===== config.mk =====
export PLATFORM = sky130hd
export DESIGN_NAME = block_convolution_fir_unit
export DESIGN_NICKNAME = d
export VERILOG_FILES = /design/src/rtl/core/bcf_pkg.sv /design/src/rtl/core/block_convolution_fir_unit.sv
export SDC_FILE = /design/constraint.sdc
export NUM_CORES = 2
export LEC_CHECK = 0
export BUFFER_PORTS_ARGS = -buffer_cell sky130_fd_sc_hd__buf_2
export CORE_MARGIN = 4
export CORE_UTILIZATION = 40
export DETAILED_ROUTE_END_ITERATION = 10
export PLACE_DENSITY_LB_ADDON = 0.15
export SLEW_MARGIN = 20
export SYNTH_ARGS = -nofsm -noshare
export SYNTH_HDL_FRONTEND = slang
export SYNTH_SLANG_ARGS = --single-unit

===== constraint.sdc =====
create_clock -name clock -period 11.7 [get_ports clock]
set_input_delay 0.585 -clock clock [delete_from_list [all_inputs] [get_ports clock]]
set_output_delay 0.585 -clock clock [all_outputs]
set_load 0.1 [all_outputs]

===== src/rtl/core/bcf_pkg.sv =====
package bcf_pkg;

   localparam int TAPS_DEFAULT = 64;

   localparam int SAMPLE_W = 16;
   localparam int INDEX_W  = 6;
   localparam int REQ_DATA_W = 40;
   localparam int RSP_DATA_W = 16;

   localparam logic OP_SAMPLE = 1'b0;
   localparam logic OP_LOAD   = 1'b1;

   localparam int ROUND_BIAS = 16384;
   localparam int FRAC_BITS  = 15;

   typedef enum logic [2:0] {
      ST_CLEAR,
      ST_IDLE,
      ST_MAC,
      ST_DRAIN,
      ST_ROUND
   } bcf_state_type;

endpackage


===== src/rtl/core/block_convolution_fir_unit.sv =====
// channel | direction | tdata (low bit up)                         | tuser
// req     | in        | sample_in[15:0] coef_index[21:16]          | op[0]
//         |           | coef_value[37:22] zero[39:38]              |
// rsp     | out       | sample_out[15:0]                           | saturated[0]
//
// Sample beat: after acceptance the taps are swept, the read and product registers
// drain, then the sum is rounded; beats are accepted only in idle. A coefficient beat is
// written on acceptance. After reset a clearing pass zeroes both memories, req_tready low.
// The result register holds a finished sample while the next beat is accepted;
// a stalled rsp side holds the block in its round step until the result is taken.
module block_convolution_fir_unit #(
   parameter int TAPS = bcf_pkg::TAPS_DEFAULT
) (
   input  logic                            clock,
   input  logic                            reset,
   input  logic                            req_tvalid,
   output logic                            req_tready,
   // sample_in, coef_index, coef_value, zero pad
   input  logic [bcf_pkg::REQ_DATA_W-1:0]  req_tdata,
   // op
   input  logic [0:0]                      req_tuser,
   output logic                            rsp_tvalid,
   input  logic                            rsp_tready,
   // sample_out
   output logic [bcf_pkg::RSP_DATA_W-1:0]  rsp_tdata,
   // saturated
   output logic [0:0]                      rsp_tuser
);
   import bcf_pkg::*;

   localparam int PTR_W = (TAPS > 1) ? $clog2(TAPS) : 1;
   localparam int ACC_W = 2 * SAMPLE_W + 1 + PTR_W;
   localparam int CIW   = ((PTR_W > INDEX_W) ? PTR_W : INDEX_W) + 1;
   localparam logic [PTR_W-1:0] LAST = PTR_W'(TAPS - 1);
   localparam logic signed [ACC_W:0] MAX_V = (ACC_W+1)'(32767);
   localparam logic signed [ACC_W:0] MIN_V = -(ACC_W+1)'(32768);

   bcf_state_type state_ff, state_in;
   logic [PTR_W-1:0] clr_cnt_ff, clr_cnt_in;
   logic [PTR_W-1:0] wp_ff, wp_in;
   logic [PTR_W-1:0] k_ff, k_in;
   logic [PTR_W-1:0] idx_ff, idx_in;
   logic             rd_v_ff;
   logic             prod_v_ff;
   logic             rsp_valid_ff, rsp_valid_in;
   logic [15:0]      rsp_data_ff;
   logic             rsp_sat_ff;

   logic signed [SAMPLE_W-1:0] dly_mem [TAPS];
   logic signed [SAMPLE_W-1:0] coef_mem [TAPS];
   logic signed [SAMPLE_W-1:0] dly_q, coef_q;
   logic signed [2*SAMPLE_W-1:0] prod_ff;
   logic signed [ACC_W-1:0]      acc_ff;

   logic                   accept, in_range, acc_clr, out_load, do_mac;
   logic                   dly_we, coef_we;
   logic [PTR_W-1:0]       dly_waddr, coef_waddr;
   logic signed [SAMPLE_W-1:0] dly_wdata, coef_wdata;
   logic [CIW-1:0]         ci_ext;
   logic                   op;
   logic signed [SAMPLE_W-1:0] sample_in, coef_value;
   logic [INDEX_W-1:0]     coef_index;
   logic signed [ACC_W:0]  biased, rounded;
   logic                   sat_hi, sat_lo;
   logic [PTR_W-1:0]       wp_next;

   assign op         = req_tuser[0];
   assign sample_in  = req_tdata[15:0];
   assign coef_index = req_tdata[21:16];
   assign coef_value = req_tdata[37:22];
   assign ci_ext     = CIW'(coef_index);
   assign in_range   = ci_ext < CIW'(TAPS);
   assign accept     = req_tvalid && req_tready;
   assign wp_next    = (wp_ff == LAST) ? '0 : wp_ff + 1'b1;

   assign biased  = (ACC_W+1)'(acc_ff) + (ACC_W+1)'(ROUND_BIAS);
   assign rounded = biased >>> FRAC_BITS;
   assign sat_hi  = rounded > MAX_V;
   assign sat_lo  = rounded < MIN_V;

   always_comb begin
      state_in     = state_ff;
      clr_cnt_in   = clr_cnt_ff;
      wp_in        = wp_ff;
      k_in         = k_ff;
      idx_in       = idx_ff;
      acc_clr      = 1'b0;
      out_load     = 1'b0;
      do_mac       = 1'b0;
      req_tready   = 1'b0;
      dly_we       = 1'b0;
      coef_we      = 1'b0;
      dly_waddr    = wp_ff;
      coef_waddr   = ci_ext[PTR_W-1:0];
      dly_wdata    = sample_in;
      coef_wdata   = coef_value;
      case (state_ff)
         ST_CLEAR: begin
            dly_we     = 1'b1;
            coef_we    = 1'b1;
            dly_waddr  = clr_cnt_ff;
            coef_waddr = clr_cnt_ff;
            dly_wdata  = '0;
            coef_wdata = '0;
            clr_cnt_in = clr_cnt_ff + 1'b1;
            if (clr_cnt_ff == LAST) begin
               state_in = ST_IDLE;
            end
         end
         ST_IDLE: begin
            req_tready = 1'b1;
            if (accept) begin
               if (op == OP_LOAD) begin
                  coef_we = in_range;
               end else begin
                  dly_we   = 1'b1;
                  acc_clr  = 1'b1;
                  k_in     = '0;
                  idx_in   = wp_ff;
                  state_in = ST_MAC;
               end
            end
         end
         ST_MAC: begin
            do_mac = 1'b1;
            k_in   = k_ff + 1'b1;
            idx_in = (idx_ff == '0) ? LAST : idx_ff - 1'b1;
            if (k_ff == LAST) begin
               state_in = ST_DRAIN;
            end
         end
         ST_DRAIN: begin
            if (!rd_v_ff && !prod_v_ff) begin
               state_in = ST_ROUND;
            end
         end
         ST_ROUND: begin
            if (!rsp_valid_ff || rsp_tready) begin
               out_load = 1'b1;
               wp_in    = wp_next;
               state_in = ST_IDLE;
            end
         end
         default: begin
            state_in = ST_CLEAR;
         end
      endcase
   end

   always_comb begin
      if (out_load) begin
         rsp_valid_in = 1'b1;
      end else if (rsp_tready) begin
         rsp_valid_in = 1'b0;
      end else begin
         rsp_valid_in = rsp_valid_ff;
      end
   end

   always_ff @(posedge clock) begin
      if (reset) begin
         state_ff     <= ST_CLEAR;
         clr_cnt_ff   <= '0;
         wp_ff        <= '0;
         k_ff         <= '0;
         idx_ff       <= '0;
         rd_v_ff      <= 1'b0;
         prod_v_ff    <= 1'b0;
         rsp_valid_ff <= 1'b0;
      end else begin
         state_ff     <= state_in;
         clr_cnt_ff   <= clr_cnt_in;
         wp_ff        <= wp_in;
         k_ff         <= k_in;
         idx_ff       <= idx_in;
         rd_v_ff      <= do_mac;
         prod_v_ff    <= rd_v_ff;
         rsp_valid_ff <= rsp_valid_in;
      end
   end

   // tap memories, registered read
   always_ff @(posedge clock) begin
      if (dly_we) begin
         dly_mem[dly_waddr] <= dly_wdata;
      end
      dly_q <= dly_mem[idx_ff];
   end

   always_ff @(posedge clock) begin
      if (coef_we) begin
         coef_mem[coef_waddr] <= coef_wdata;
      end
      coef_q <= coef_mem[k_ff];
   end

   always_ff @(posedge clock) begin
      prod_ff <= coef_q * dly_q;
      if (acc_clr) begin
         acc_ff <= '0;
      end else if (prod_v_ff) begin
         acc_ff <= acc_ff + ACC_W'(prod_ff);
      end
      if (out_load) begin
         rsp_sat_ff <= sat_hi || sat_lo;
         if (sat_hi) begin
            rsp_data_ff <= 16'h7fff;
         end else if (sat_lo) begin
            rsp_data_ff <= 16'h8000;
         end else begin
            rsp_data_ff <= rounded[15:0];
         end
      end
   end

   assign rsp_tvalid   = rsp_valid_ff;
   assign rsp_tdata    = rsp_data_ff;
   assign rsp_tuser[0] = rsp_sat_ff;

`ifndef SYNTHESIS
   a_wp_range: assert property (@(posedge clock) disable iff (reset)
      {1'b0, wp_ff} < (PTR_W+1)'(TAPS))
      else $error("write pointer out of range");

   a_sample_starts_mac: assert property (@(posedge clock) disable iff (reset)
      (accept && op == OP_SAMPLE) |=> (state_ff == ST_MAC && k_ff == '0))
      else $error("sample beat did not start tap sweep at tap zero");

   a_round_drained: assert property (@(posedge clock) disable iff (reset)
      (state_ff == ST_ROUND) |-> (!rd_v_ff && !prod_v_ff))
      else $error("rounding while products still in flight");

   a_pipe_only_in_sweep: assert property (@(posedge clock) disable iff (reset)
      prod_v_ff |-> (state_ff == ST_MAC || state_ff == ST_DRAIN))
      else $error("product valid outside tap sweep");

   a_wp_advance: assert property (@(posedge clock) disable iff (reset)
      out_load |=> (wp_ff == $past(wp_next) && rsp_valid_ff))
      else $error("result load did not advance write pointer");
`endif

endmodule

==> impl_metrics.csv <==
group,metric,value,unit
yosys,async_reset_ff_share,0,%
hold_path,hold_path_startpoint,"reset",
routing,routedWlPerCell,27.2,um
yosys,syn_area,95700,um2
layout,multi_input_area,29000,um2
cts,cts_tree,"built",
layout,n_fill_cell,20502,
die,ios,64,
place,hpwlAfterDp,144000,um
routing,antenna_left,0,
cts,clock_latency,890,ps
yosys,synth_nets,5606,
yosys,yosysSeqAreaShare,67.6,%
hold_path,hold_class,"primary input to register",
die,dieArea,247000,um2
die,start_util,40.2,%
yosys,netlist_instances,5172,
layout,area_delta_synth_final,12.8,%
yosys,yosysWarnings,0,
place,portBuffers,61,
timing,fin_crit,6630,ps
timing,tightest_slew,1160,ps
timing,drv_slew,0,
cts,cts_max_level,4,
critical_path,crit_type,"register to register",
cts,clock_path_buffers,3,
die,dieWidth,497,um
yosys,synth_flop_cell,"edfxtp_1",
hold_path,whs_endpoint,"wp_ff[5]",
global_route,grt_pass1_vias,49530,
layout,fin_util,45.4,%
place,gp_congestion,0.794,
timing,fin_tns_setup,0,ps
routing,drc,0,
layout,layout-drive-gt1-share,23.1,%
timing,holdWs,194,ps
routing,drtIter0Drc,4244,
die,rows,179,
timing,fin_crit_sh,56.6,%
yosys,synth-edff-count,2065,
layout,stdcell_count,8765,
yosys,synth_top_cell_by_area,"edfxtp_1",
critical_path,r2r_start,"dly_q[7]",
critical_path,r2r_end,"prod_ff[31]",
timing,fin_skew,76.2,ps
hold_path,whs_path_depth,2,
place,dp.cells,8345,
layout,regArea,64700,um2
routing,first_pass_iters,5,
global_route,grt_max_degree,118,
yosys,synth_area_per_cell,18.5,um2
flow_run,cap_violations,0,
cts,cts-resized-gates,0,
routing,drt-total-wl,238000,um
yosys,synth-seq-cells,2198,
critical_path,arrival,7370,ps
global_route,antenna_found_initial,16,
critical_path,cp.required,12450,ps
timing,setup_viol,0,
global_route,grt_pass1_wl,348000,um
yosys,yosysTopAreaCellShare,64.8,%
cts,holdBufCountCts,0,
critical_path,r2r_cells,22,
yosys,yosysUniqueCellTypes,76,
routing,via_per_inst,5.48,
cts,cts-root-buf,"clkbuf_16",
die,die-height,497,um
critical_path,crit_path_start_kind,"register",
routing,num_vias,48007,
yosys,netlist_top_cells_area,"edfxtp_1 65%, mux4_2 15%, fa_1 5.5%, dfxtp_1 2.8%, ha_1 1.6%",
global_route,grt_usage,19.2,%
timing,max_slew_margin,22.5,%
timing,rsz0062_at_grt,"false",
cts,cts_setup_buffers,0,
global_route,overflow,0,
critical_path,r2r_slack,5070,ps
cts,clock-sinks,2198,
timing,fmax,151,MHz
layout,fin_nets,5839,
yosys,synth.most_common_cell,"edfxtp_1",
status,status,"finished clean",
critical_path,critPathCaptureType,"register",
critical_path,cp_max_fo,16,
die,core_area,238000,um2
yosys,synth_common_cells,"2065 x edfxtp_1, 629 x mux4_2, 321 x inv_1, 291 x nor2_1, 270 x nand2_1",
timing,hold_viol,0,
cts,clk_pin_slew,70,ps
cts,cts_buffers,225,
## logic make-up after synthesis
family                   share of synthesized area [%]
AO/OA/AOI/OAI                                     2.40
XOR/XNOR                                         0.796
adder cells (fa/ha/maj)                           7.15
buffers and inverters                             2.36
flip-flops                                        67.6
multiplexers                                      15.4
AND/OR/NAND/NOR                                   4.27
## per-layer routing
layer | global-route usage, % | up-vias | wire (um)
li1 | - | 20609 | -
met1 | 26.6 | 25799 | 101000
met2 | 32.2 | 1281 | 119000
met3 | 3.00 | 318 | 13100
met4 | 4.45 | 0 | 5250
met5 | 0 | - | 0
## worst max-delay path, stage by stage (launching register included)
cell       delay [ps]
dfxtp_1           840
nand2_1           170
fa_1              570
inv_1              50
fa_1              490
inv_1              50
fa_1              530
inv_1              60
fa_1              460
fa_1              490
inv_1              50
fa_1              470
inv_1              40
ha_1              350
a21o_1            180
a21o_1            180
a21o_1            180
a211oi_1          390
a21oi_1           230
nor2_1            240
o2111ai_1         180
a21oi_1           200
xnor2_1           130
## registers in the layout (all words and copies together) (netlist names), 6 cells and up
signal,cells
idx_ff,6
dly_mem,1024
coef_mem,1024
wp_ff,6
coef_q,16
clr_cnt_ff,6
k_ff,6
acc_ff,39
rsp_tdata,16
dly_q,16
prod_ff,32
## final cells by class
class	count	share of cell area (%)
flip-flops and latches	2198	60.0
multi-input cells	2414	26.9
inverters	322	1.12
clock inverters	117	1.25
repair buffers	244	1.60
clock buffers	297	5.49
diodes	6	0.0139
well taps	3167	3.67
## layout by cell type, fill, tap and decap left out, types with 25 or more instances in the layout
cell type / n
a21o_1: 29
a21oi_1: 89
a31oi_1: 25
and2_1: 117
buf_2: 61
buf_4: 179
clkbuf_1: 70
clkbuf_16: 225
clkinv_1: 52
dfxtp_1: 125
edfxtp_1: 2065
fa_1: 263
ha_1: 126
inv_1: 320
mux2i_1: 55
mux4_2: 629
nand2_1: 270
nand3_1: 43
nor2_1: 226
nor2_2: 58
nor3_1: 32
o21ai_0: 91
xnor2_1: 50
xor2_1: 37
## worst max-delay path by stage
stage                  start          end  slack [ps]  cells after the start
finish              dly_q[7]  prod_ff[31]        5070                     22
global route        dly_q[7]  prod_ff[31]        4620                     22
CTS                 dly_q[7]  prod_ff[31]        4970                     22
detailed placement  dly_q[7]  prod_ff[31]        4990                     22
global placement    dly_q[7]  prod_ff[31]        5040                     22
floorplan           dly_q[7]  prod_ff[31]        5840                     23
## through the flow
step | setup slack [ps] | instance area, um2
finish | 5070 | 108000
global route | 4620 | 108000
CTS | 4970 | 108000
detailed placement | 4990 | 101000
global placement | 5040 | 101000
floorplan | 5840 | 95700
Power is not shown: default switching activity piles up to over one toggle a cycle in this logic, so the estimate is an artifact.
